File: src/dkrs_pkg.sv
package dkrs_pkg;

  localparam int DKRS_MAX_RECORDS = 32;

  localparam int YEAR_W = 14;
  localparam int MONTH_W = 4;
  localparam int DAY_W = 5;
  localparam int TAG_W = 8;
  localparam int POS_W = 6;
  localparam int KEY_W = YEAR_W + MONTH_W + DAY_W;

  typedef struct packed {
    logic [YEAR_W-1:0]  year;
    logic [MONTH_W-1:0] month;
    logic [DAY_W-1:0]   day;
    logic [TAG_W-1:0]   tag;
  } rec_t;

  // Per-cycle command broadcast to every cell of the chain.
  typedef struct packed {
    logic insert;
    logic drain;
  } cell_ctl_t;

  typedef enum logic {
    ST_LOAD,
    ST_DRAIN
  } state_t;

  function automatic logic [KEY_W-1:0] rec_key(input rec_t r);
    rec_key = {r.year, r.month, r.day};
  endfunction

endpackage

File: src/dkrs_channels.sv
interface dkrs_in_if;
  logic                       valid;
  logic                       ready;
  logic [dkrs_pkg::YEAR_W-1:0]  year;
  logic [dkrs_pkg::MONTH_W-1:0] month;
  logic [dkrs_pkg::DAY_W-1:0]   day;
  logic [dkrs_pkg::TAG_W-1:0]   record_tag;
  logic                       batch_last;

  modport source (output valid, year, month, day, record_tag, batch_last, input ready);
  modport sink (input valid, year, month, day, record_tag, batch_last, output ready);
endinterface

interface dkrs_out_if;
  logic                       valid;
  logic                       ready;
  logic [dkrs_pkg::YEAR_W-1:0]  out_year;
  logic [dkrs_pkg::MONTH_W-1:0] out_month;
  logic [dkrs_pkg::DAY_W-1:0]   out_day;
  logic [dkrs_pkg::TAG_W-1:0]   out_tag;
  logic [dkrs_pkg::POS_W-1:0]   position;
  logic                       overflowed;
  logic                       run_last;

  modport source (output valid, out_year, out_month, out_day, out_tag, position,
                  overflowed, run_last, input ready);
  modport sink (input valid, out_year, out_month, out_day, out_tag, position,
                overflowed, run_last, output ready);
endinterface

File: src/dkrs_cell.sv
module dkrs_cell (
  input  logic                clk,
  input  dkrs_pkg::cell_ctl_t ctl,
  input  dkrs_pkg::rec_t      new_rec,
  input  dkrs_pkg::rec_t      left_rec,
  input  dkrs_pkg::rec_t      right_rec,
  input  logic                left_gt,
  input  logic                occ,
  output dkrs_pkg::rec_t      rec,
  output logic                gt
);
  import dkrs_pkg::*;

  rec_t rec_r;
  rec_t rec_nxt;

  // Strict compare keeps equal keys in arrival order.
  assign gt  = !occ || (rec_key(rec_r) > rec_key(new_rec));
  assign rec = rec_r;

  always_comb begin
    rec_nxt = rec_r;
    if (ctl.drain) begin
      rec_nxt = right_rec;
    end else if (ctl.insert) begin
      if (left_gt) begin
        rec_nxt = left_rec;
      end else if (gt) begin
        rec_nxt = new_rec;
      end
    end
  end

  always_ff @(posedge clk) begin
    rec_r <= rec_nxt;
  end

endmodule

File: src/date_key_record_sorter_unit.sv
// Channel | Dir | Fields                                          | Handshake
// in_ch   | in  | year, month, day, record_tag, batch_last        | valid/ready
// out_ch  | out | out_year, out_month, out_day, out_tag, position, | valid/ready
//         |     | overflowed, run_last                            |
//
// Load: one record per cycle; each beat is inserted into the sorted cell chain
// in the cycle it is accepted. Records past MAX_RECORDS are dropped and flagged.
// Drain: after the batch_last beat, one result beat per stored record follows, one per cycle while
// out_ch.ready is high; in_ch.ready stays low until the last result is taken.
// Reset (rst_n low, synchronous) empties the chain and clears the drop flag.
// A stalled output holds cell 0 and the position counter unchanged.
module date_key_record_sorter_unit #(
  parameter int MAX_RECORDS = dkrs_pkg::DKRS_MAX_RECORDS
) (
  input  logic       clk,
  input  logic       rst_n,
  dkrs_in_if.sink    in_ch,
  dkrs_out_if.source out_ch
);
  import dkrs_pkg::*;

  localparam int CNT_W = $clog2(MAX_RECORDS + 1);

  state_t           state_r;
  state_t           state_nxt;
  logic [CNT_W-1:0] count_r;
  logic [CNT_W-1:0] count_nxt;
  logic             drop_r;
  logic             drop_nxt;
  logic [POS_W-1:0] pos_r;
  logic [POS_W-1:0] pos_nxt;

  logic      in_fire;
  logic      out_fire;
  logic      full;
  cell_ctl_t ctl;
  rec_t      new_rec;

  rec_t rec_q [MAX_RECORDS];
  logic [MAX_RECORDS-1:0] gt;
  logic [MAX_RECORDS-1:0] occ;

  assign in_ch.ready = (state_r == ST_LOAD);
  assign in_fire     = in_ch.valid && in_ch.ready;
  assign out_fire    = out_ch.valid && out_ch.ready;
  assign full        = (count_r == CNT_W'(MAX_RECORDS));

  assign new_rec.year  = in_ch.year;
  assign new_rec.month = in_ch.month;
  assign new_rec.day   = in_ch.day;
  assign new_rec.tag   = in_ch.record_tag;

  // Broadcast command: insert on an accepted beat with room, shift left on a taken result.
  assign ctl.insert = in_fire && !full;
  assign ctl.drain  = out_fire;

  // Cell chain: cell 0 holds the smallest key; occupied cells form a prefix.
  for (genvar i = 0; i < MAX_RECORDS; i++) begin : g_cell
    assign occ[i] = (CNT_W'(i) < count_r);

    if (i == 0) begin : g_head
      dkrs_cell u_cell (
        .clk      (clk),
        .ctl      (ctl),
        .new_rec  (new_rec),
        .left_rec (new_rec),
        .right_rec(rec_q[(MAX_RECORDS > 1) ? 1 : 0]),
        .left_gt  (1'b0),
        .occ      (occ[i]),
        .rec      (rec_q[i]),
        .gt       (gt[i])
      );
    end else if (i == MAX_RECORDS - 1) begin : g_tail
      dkrs_cell u_cell (
        .clk      (clk),
        .ctl      (ctl),
        .new_rec  (new_rec),
        .left_rec (rec_q[i-1]),
        .right_rec(rec_q[i]),
        .left_gt  (gt[i-1]),
        .occ      (occ[i]),
        .rec      (rec_q[i]),
        .gt       (gt[i])
      );
    end else begin : g_mid
      dkrs_cell u_cell (
        .clk      (clk),
        .ctl      (ctl),
        .new_rec  (new_rec),
        .left_rec (rec_q[i-1]),
        .right_rec(rec_q[i+1]),
        .left_gt  (gt[i-1]),
        .occ      (occ[i]),
        .rec      (rec_q[i]),
        .gt       (gt[i])
      );
    end
  end

  // Result beat comes straight from cell 0's register.
  assign out_ch.valid      = (state_r == ST_DRAIN);
  assign out_ch.out_year   = rec_q[0].year;
  assign out_ch.out_month  = rec_q[0].month;
  assign out_ch.out_day    = rec_q[0].day;
  assign out_ch.out_tag    = rec_q[0].tag;
  assign out_ch.position   = pos_r;
  assign out_ch.overflowed = drop_r;
  assign out_ch.run_last   = (count_r == CNT_W'(1));

  always_comb begin
    state_nxt = state_r;
    count_nxt = count_r;
    drop_nxt  = drop_r;
    pos_nxt   = pos_r;
    case (state_r)
      ST_LOAD: begin
        if (in_fire) begin
          // Store the beat if room is left, otherwise drop it and flag the batch.
          if (full) begin
            drop_nxt = 1'b1;
          end else begin
            count_nxt = count_r + CNT_W'(1);
          end
          if (in_ch.batch_last) begin
            state_nxt = ST_DRAIN;
            pos_nxt   = POS_W'(1);
          end
        end
      end
      ST_DRAIN: begin
        if (out_fire) begin
          count_nxt = count_r - CNT_W'(1);
          pos_nxt   = pos_r + POS_W'(1);
          if (count_r == CNT_W'(1)) begin
            state_nxt = ST_LOAD;
            drop_nxt  = 1'b0;
          end
        end
      end
      default: begin
        state_nxt = ST_LOAD;
      end
    endcase
  end

  always_ff @(posedge clk) begin
    if (!rst_n) begin
      state_r <= ST_LOAD;
      count_r <= '0;
      drop_r  <= 1'b0;
      pos_r   <= '0;
    end else begin
      state_r <= state_nxt;
      count_r <= count_nxt;
      drop_r  <= drop_nxt;
      pos_r   <= pos_nxt;
    end
  end

endmodule

File: src/flat_wrapper.sv
// flat-port wrapper written by rule: the top's interface ports become plain ports
module date_key_record_sorter_unit_flat import dkrs_pkg::*;
#(
  parameter int MAX_RECORDS = dkrs_pkg::DKRS_MAX_RECORDS
)
  (clk, rst_n, in_ch_valid, in_ch_year, in_ch_month, in_ch_day, in_ch_record_tag, in_ch_batch_last, in_ch_ready, out_ch_valid, out_ch_out_year, out_ch_out_month, out_ch_out_day, out_ch_out_tag, out_ch_position, out_ch_overflowed, out_ch_run_last, out_ch_ready);
  dkrs_in_if in_ch_i ();
  dkrs_out_if out_ch_i ();
  input  logic clk;
  input  logic rst_n;
  input wire logic [$bits(in_ch_i.valid)-1:0] in_ch_valid;
  input wire logic [$bits(in_ch_i.year)-1:0] in_ch_year;
  input wire logic [$bits(in_ch_i.month)-1:0] in_ch_month;
  input wire logic [$bits(in_ch_i.day)-1:0] in_ch_day;
  input wire logic [$bits(in_ch_i.record_tag)-1:0] in_ch_record_tag;
  input wire logic [$bits(in_ch_i.batch_last)-1:0] in_ch_batch_last;
  output wire logic [$bits(in_ch_i.ready)-1:0] in_ch_ready;
  output wire logic [$bits(out_ch_i.valid)-1:0] out_ch_valid;
  output wire logic [$bits(out_ch_i.out_year)-1:0] out_ch_out_year;
  output wire logic [$bits(out_ch_i.out_month)-1:0] out_ch_out_month;
  output wire logic [$bits(out_ch_i.out_day)-1:0] out_ch_out_day;
  output wire logic [$bits(out_ch_i.out_tag)-1:0] out_ch_out_tag;
  output wire logic [$bits(out_ch_i.position)-1:0] out_ch_position;
  output wire logic [$bits(out_ch_i.overflowed)-1:0] out_ch_overflowed;
  output wire logic [$bits(out_ch_i.run_last)-1:0] out_ch_run_last;
  input wire logic [$bits(out_ch_i.ready)-1:0] out_ch_ready;
  assign in_ch_i.valid = in_ch_valid;
  assign in_ch_i.year = in_ch_year;
  assign in_ch_i.month = in_ch_month;
  assign in_ch_i.day = in_ch_day;
  assign in_ch_i.record_tag = in_ch_record_tag;
  assign in_ch_i.batch_last = in_ch_batch_last;
  assign in_ch_ready = in_ch_i.ready;
  assign out_ch_valid = out_ch_i.valid;
  assign out_ch_out_year = out_ch_i.out_year;
  assign out_ch_out_month = out_ch_i.out_month;
  assign out_ch_out_day = out_ch_i.out_day;
  assign out_ch_out_tag = out_ch_i.out_tag;
  assign out_ch_position = out_ch_i.position;
  assign out_ch_overflowed = out_ch_i.overflowed;
  assign out_ch_run_last = out_ch_i.run_last;
  assign out_ch_i.ready = out_ch_ready;
  date_key_record_sorter_unit #(.MAX_RECORDS(MAX_RECORDS)) u_core (.clk(clk), .rst_n(rst_n), .in_ch(in_ch_i), .out_ch(out_ch_i));
endmodule
File: config.mk
export PLATFORM = sky130hd
export DESIGN_NAME = date_key_record_sorter_unit_flat
export DESIGN_NICKNAME = d
export VERILOG_FILES = /design/src/dkrs_pkg.sv /design/src/dkrs_channels.sv /design/src/dkrs_cell.sv /design/src/date_key_record_sorter_unit.sv /design/src/flat_wrapper.sv
export SDC_FILE = /design/constraint.sdc
export NUM_CORES = 2
export LEC_CHECK = 0
export BUFFER_PORTS_ARGS = -buffer_cell sky130_fd_sc_hd__clkbuf_2
export CAP_MARGIN = 20
export CORE_UTILIZATION = 44
export DETAILED_ROUTE_END_ITERATION = 7
export HOLD_SLACK_MARGIN = 0.12
export PLACE_DENSITY_LB_ADDON = 0.05
export SLEW_MARGIN = 10
export SYNTH_ARGS = -nofsm -noshare
export SYNTH_HDL_FRONTEND = slang
export SYNTH_SLANG_ARGS = --single-unit
File: constraint.sdc
create_clock -name clk -period 11.6 [get_ports clk]
set_clock_uncertainty 0.15 [all_clocks]
set_input_delay 0.58 -clock clk [delete_from_list [all_inputs] [get_ports clk]]
set_output_delay 0.58 -clock clk [all_outputs]
set_load 0.01 [all_outputs]
==> key figures <==
Yosys
  • Top post-synthesis cells by area: sky130_fd_sc_hd__edfxtp_1, sky130_fd_sc_hd__ha_1, sky130_fd_sc_hd__mux2i_1, sky130_fd_sc_hd__nand2_1, sky130_fd_sc_hd__o21ai_0
  • Number of library cell types mapped by synthesis: 64
  • Post-synth EDFFs: 992
  • Sequential cell area fraction in the yosys report: 0.4448
  • Proportion of netlist area held by the largest area contributor: 0.4407
  • Mean instance size in the synthesized netlist: between 10 and 15 um^2
  • Synthesis Warnings: 0
  • Number of storage elements in the synthesis netlist: slightly above 1000
  • Share of async-settable or async-resettable flops after synthesis: 0
  • Synth Net Count: 7152
  • Cell taking the most area after synthesis: sky130_fd_sc_hd__edfxtp_1
  • Netlist Area Pre-Place: 0.06759 mm^2
  • Count of mapped cells out of synthesis: ~6400
  • Most used DFF post-synth: sky130_fd_sc_hd__edfxtp_1

Setup path
  • Crit-path max cell delay: 0.77 ns
  • Worst path bufs/invs: 5
  • CP max stage cell: sky130_fd_sc_hd__a211oi_4
  • Data arrival time at the worst-slack endpoint: between 5 and 6 ns
  • Category of the critical setup timing path: in2reg
  • Maximum net fanout on the critical path: 32
  • Sort of element at the end of the critical path: register
  • Critical Path Stages: 13
  • Critical path's top delay family: buffers and inverters
  • List of cells traversed by the critical path: clkbuf_2, buf_4, inv_2, buf_4, ha_1, and3_1, a221o_1, a221oi_1, o31ai_1, a211oi_4, buf_4, a21o_1, nand2_2
  • Critical path's most frequent cell: sky130_fd_sc_hd__buf_4
  • FF-to-FF setup slack: approximately 7 ns
  • Depth of the most critical reg-to-reg path: 9
  • Data required time at the worst endpoint: 11.71 ns
  • Kind of start point of the critical path: input pin

STA
  • Setup repair after global routing missed its margin: no
  • Post-route worst hold slack: about 0.24 ns
  • Hold violation count in the final report: 0
  • Setup Viol. Count Final: 0
  • Least-Margin Pin Slew: 1.086 ns
  • Highest attainable clock frequency: 0.1832 GHz
  • Min Clock Period, post-route: around 5.5 ns
  • Final period util: 0.4706
  • Max Slew Vio Count: 0
  • Worst slew slack as a fraction of its limit: 0.2734
  • Setup TNS after final layout: 0 ns

Pwr
  • Leakage power summed over all cells: 25.97 nW
  • Power density over cell area: 160.6 mW/mm^2
  • Worst vdd ir: 147.6 uV

Final layout
  • Utilization after layout: 0.4837
  • Count of fill cells added during filler insertion: between 10000 and 15000
  • Number of nets in the finished design: between 7000 and 8000
  • Area grow syn2layout: 8.959%
  • Number of cells in the finished layout apart from fillers: around 8400
  • Fraction of final layout cells sized beyond drive strength 1: 0.07767
  • Summed area of non-filler cells in the final layout: ~0.074 mm^2

Global routing
  • Gr ovfl total: 0
  • Total global routing track utilization: 0.3251
  • Pin count of the biggest net entering global routing: 247
  • Vias in the first global route: between 50000 and 60000
  • Global-route wire length before repair: about 370 mm
  • Antenna violations before repair: 4

Drt
  • Post-route antenna net violation count: 0
  • Wire per inst: just over 30 um
  • Vias per cell: between 6 and 7
  • Detailed Route Iter0 Violations: roughly 5400
  • Final WL: approximately 260 mm
  • Detailed-router iteration count before antenna repair: 8
  • DRC viols: 0
  • Total via count in the routed design: approximately 53000

Placed design
  • Last weighted congestion value of the routability-driven placer: approximately 0.9
  • Number of instances in the placed design: approximately 8000
  • HPWL after detailed placement: roughly 180 mm
  • Total cell area at the placement stage: approximately 0.07 mm^2
  • Port buffer count: 76

Clocking
  • CTS tree: yes
  • Max Root-Sink Buffers: 3
  • Clock Pin Slew Worst Setup and Hold Paths: 0.06 ns
  • Clk sinks: around 1000
  • Gates resized, CTS repair: 0
  • Hold buffers post-CTS: 0
  • Buffer type at the clock tree root: sky130_fd_sc_hd__clkbuf_16
  • CTS Buf Count: 130
  • Post-CTS setup-driven buffer insertion count: 0
  • Clock latency at the later pin of the worst-skew pair: just under 0.8 ns
  • H-tree lvl count: 4

Floorplanning
  • Die Outline Area: about 0.16 mm^2
  • Number of placement rows: about 140
  • Die Span Y: approximately 390 um
  • Number of top-level design ports: 77
  • Die X: between 300 and 400 um
  • Starting density of the core: 0.4439
  • Area of the core region: about 0.15 mm^2

Run status
  • Result of the run: completed

Job
  • Max-cap violation count: 0

Hold path
  • Class of the tightest hold or removal check: in2reg
  • Hold Path Depth: 3
## layout make-up
class | instances | area, um^2 | area share
repair buffers | 215 | 1491 | 0.02025
well taps | 2030 | 2540 | 0.03449
inverters | 64 | 240.2 | 0.003262
clock inverters | 67 | 575.6 | 0.007815
multi-input cells | 4884 | 35330 | 0.4798
clock buffers | 163 | 3397 | 0.04612
diodes | 1 | 2.502 | 0.00003398
flip-flops and latches | 1006 | 30070 | 0.4083
## final timing paths
path                                      endpoint                                    from
max          u_core.g_cell[2].g_mid.u_cell.rec[25]                           in_ch_year[8]
min                            u_core.out_ch.valid                        in_ch_batch_last
max reg2reg  u_core.g_cell[28].g_mid.u_cell.rec[1]  u_core.g_cell[27].g_mid.u_cell.rec[16]
min reg2reg              u_core.out_ch.position[0]               u_core.out_ch.position[0]
## report_power, final
part / internal [mW] / switching, mW
clock: 2.18 / 1.73
sequential: 4.76 / 0.640
combinational: 0.944 / 1.58
## cells in the final DEF (no fill, tap or decap), types with 33 or more instances in the layout
cell	Yosys	final
sky130_fd_sc_hd__nand3_1	136	136
sky130_fd_sc_hd__mux2i_1	922	922
sky130_fd_sc_hd__o21ai_0	797	794
sky130_fd_sc_hd__a221oi_1	47	47
sky130_fd_sc_hd__a21o_1	82	82
sky130_fd_sc_hd__nand4_1	102	102
sky130_fd_sc_hd__o21ai_1	216	216
sky130_fd_sc_hd__clkbuf_16	0	130
sky130_fd_sc_hd__a21oi_1	193	191
sky130_fd_sc_hd__buf_4	19	136
sky130_fd_sc_hd__nor3_1	65	65
sky130_fd_sc_hd__nand2_1	1133	1120
sky130_fd_sc_hd__inv_1	63	41
sky130_fd_sc_hd__and3_1	33	33
sky130_fd_sc_hd__and4_1	55	55
sky130_fd_sc_hd__ha_1	741	741
sky130_fd_sc_hd__a221o_1	45	45
sky130_fd_sc_hd__clkbuf_2	0	68
sky130_fd_sc_hd__nor2_1	58	58
sky130_fd_sc_hd__edfxtp_1	992	992
## state kept, by name, indices dropped and copies added (netlist names)
register / cells
u_core.out_ch.position: 6
u_core.out_ch.overflowed: 1
u_core.out_ch.valid: 1
u_core.g_cell.g_head.u_cell.rec: 31
u_core.count_r: 6
u_core.g_cell.g_tail.u_cell.rec: 31
u_core.g_cell.g_mid.u_cell.rec: 930
## kinds of logic (layout without fill, tap and decap cells)
kind of cell,Yosys count,in the layout,synth area share
XOR/XNOR,8,8,0.001037
other,0,1,0
flip-flops,1006,1006,0.4448
multiplexers,952,952,0.1415
adder cells (fa/ha/maj),741,741,0.1372
buffers and inverters,485,509,0.03571
AO/OA/AOI/OAI,1518,1518,0.1307
AND/OR/NAND/NOR,1665,1665,0.1090
## synthesized netlist by cell type (3+ instances only)
master	n
sky130_fd_sc_hd__a211oi_1	28
sky130_fd_sc_hd__a211oi_4	10
sky130_fd_sc_hd__a21o_1	82
sky130_fd_sc_hd__a21oi_1	193
sky130_fd_sc_hd__a21oi_2	4
sky130_fd_sc_hd__a221o_1	45
sky130_fd_sc_hd__a221oi_1	47
sky130_fd_sc_hd__a221oi_4	6
sky130_fd_sc_hd__a31oi_1	17
sky130_fd_sc_hd__and2_0	3
sky130_fd_sc_hd__and2_1	16
sky130_fd_sc_hd__and3_1	33
sky130_fd_sc_hd__and4_1	55
sky130_fd_sc_hd__buf_1	5
sky130_fd_sc_hd__buf_2	51
sky130_fd_sc_hd__buf_4	19
sky130_fd_sc_hd__buf_6	61
sky130_fd_sc_hd__clkbuf_1	285
sky130_fd_sc_hd__dfxtp_1	14
sky130_fd_sc_hd__edfxtp_1	992
sky130_fd_sc_hd__ha_1	741
sky130_fd_sc_hd__inv_1	63
sky130_fd_sc_hd__mux2_2	30
sky130_fd_sc_hd__mux2i_1	922
sky130_fd_sc_hd__nand2_1	1133
sky130_fd_sc_hd__nand2b_1	15
sky130_fd_sc_hd__nand3_1	136
sky130_fd_sc_hd__nand3b_1	23
sky130_fd_sc_hd__nand4_1	102
sky130_fd_sc_hd__nor2_1	58
sky130_fd_sc_hd__nor2b_1	7
sky130_fd_sc_hd__nor3_1	65
sky130_fd_sc_hd__nor4_1	9
sky130_fd_sc_hd__o211ai_1	17
sky130_fd_sc_hd__o21a_1	4
sky130_fd_sc_hd__o21ai_0	797
sky130_fd_sc_hd__o21ai_1	216
sky130_fd_sc_hd__o22ai_1	3
sky130_fd_sc_hd__o31ai_1	31
sky130_fd_sc_hd__xnor2_1	3
sky130_fd_sc_hd__xor2_1	5
## worst reg2reg max path: stages (launching register included)
cell and delay [ns]:
sky130_fd_sc_hd__edfxtp_1 0.45, sky130_fd_sc_hd__ha_1 0.33, sky130_fd_sc_hd__a21o_1 0.19, sky130_fd_sc_hd__a221o_1 0.32, sky130_fd_sc_hd__a221oi_1 0.48, sky130_fd_sc_hd__nor3_1 0.16, sky130_fd_sc_hd__a211oi_4 0.91, sky130_fd_sc_hd__buf_4 0.48
sky130_fd_sc_hd__a21o_1 0.19, sky130_fd_sc_hd__nand2_2 0.50
## layer usage
layer / GRT usage / vias to the layer above / routed length (um)
met5: 0 / - / 0
met4: 0.1160 / 0 / 9798
met3: 0.06188 / 450 / 18530
met2: 0.5126 / 1975 / 116900
met1: 0.4443 / 26380 / 113500
li1: - / 23940 / -
## stage by stage
step,total power [mW],worst slack (ns)
floorplan,6.809,5.981
global placement,7.867,5.457
detailed placement,7.926,5.451
CTS,11.83,6.247
global route,12.30,6.028
finish,11.83,6.141
(Power assumes the default switching activity.)
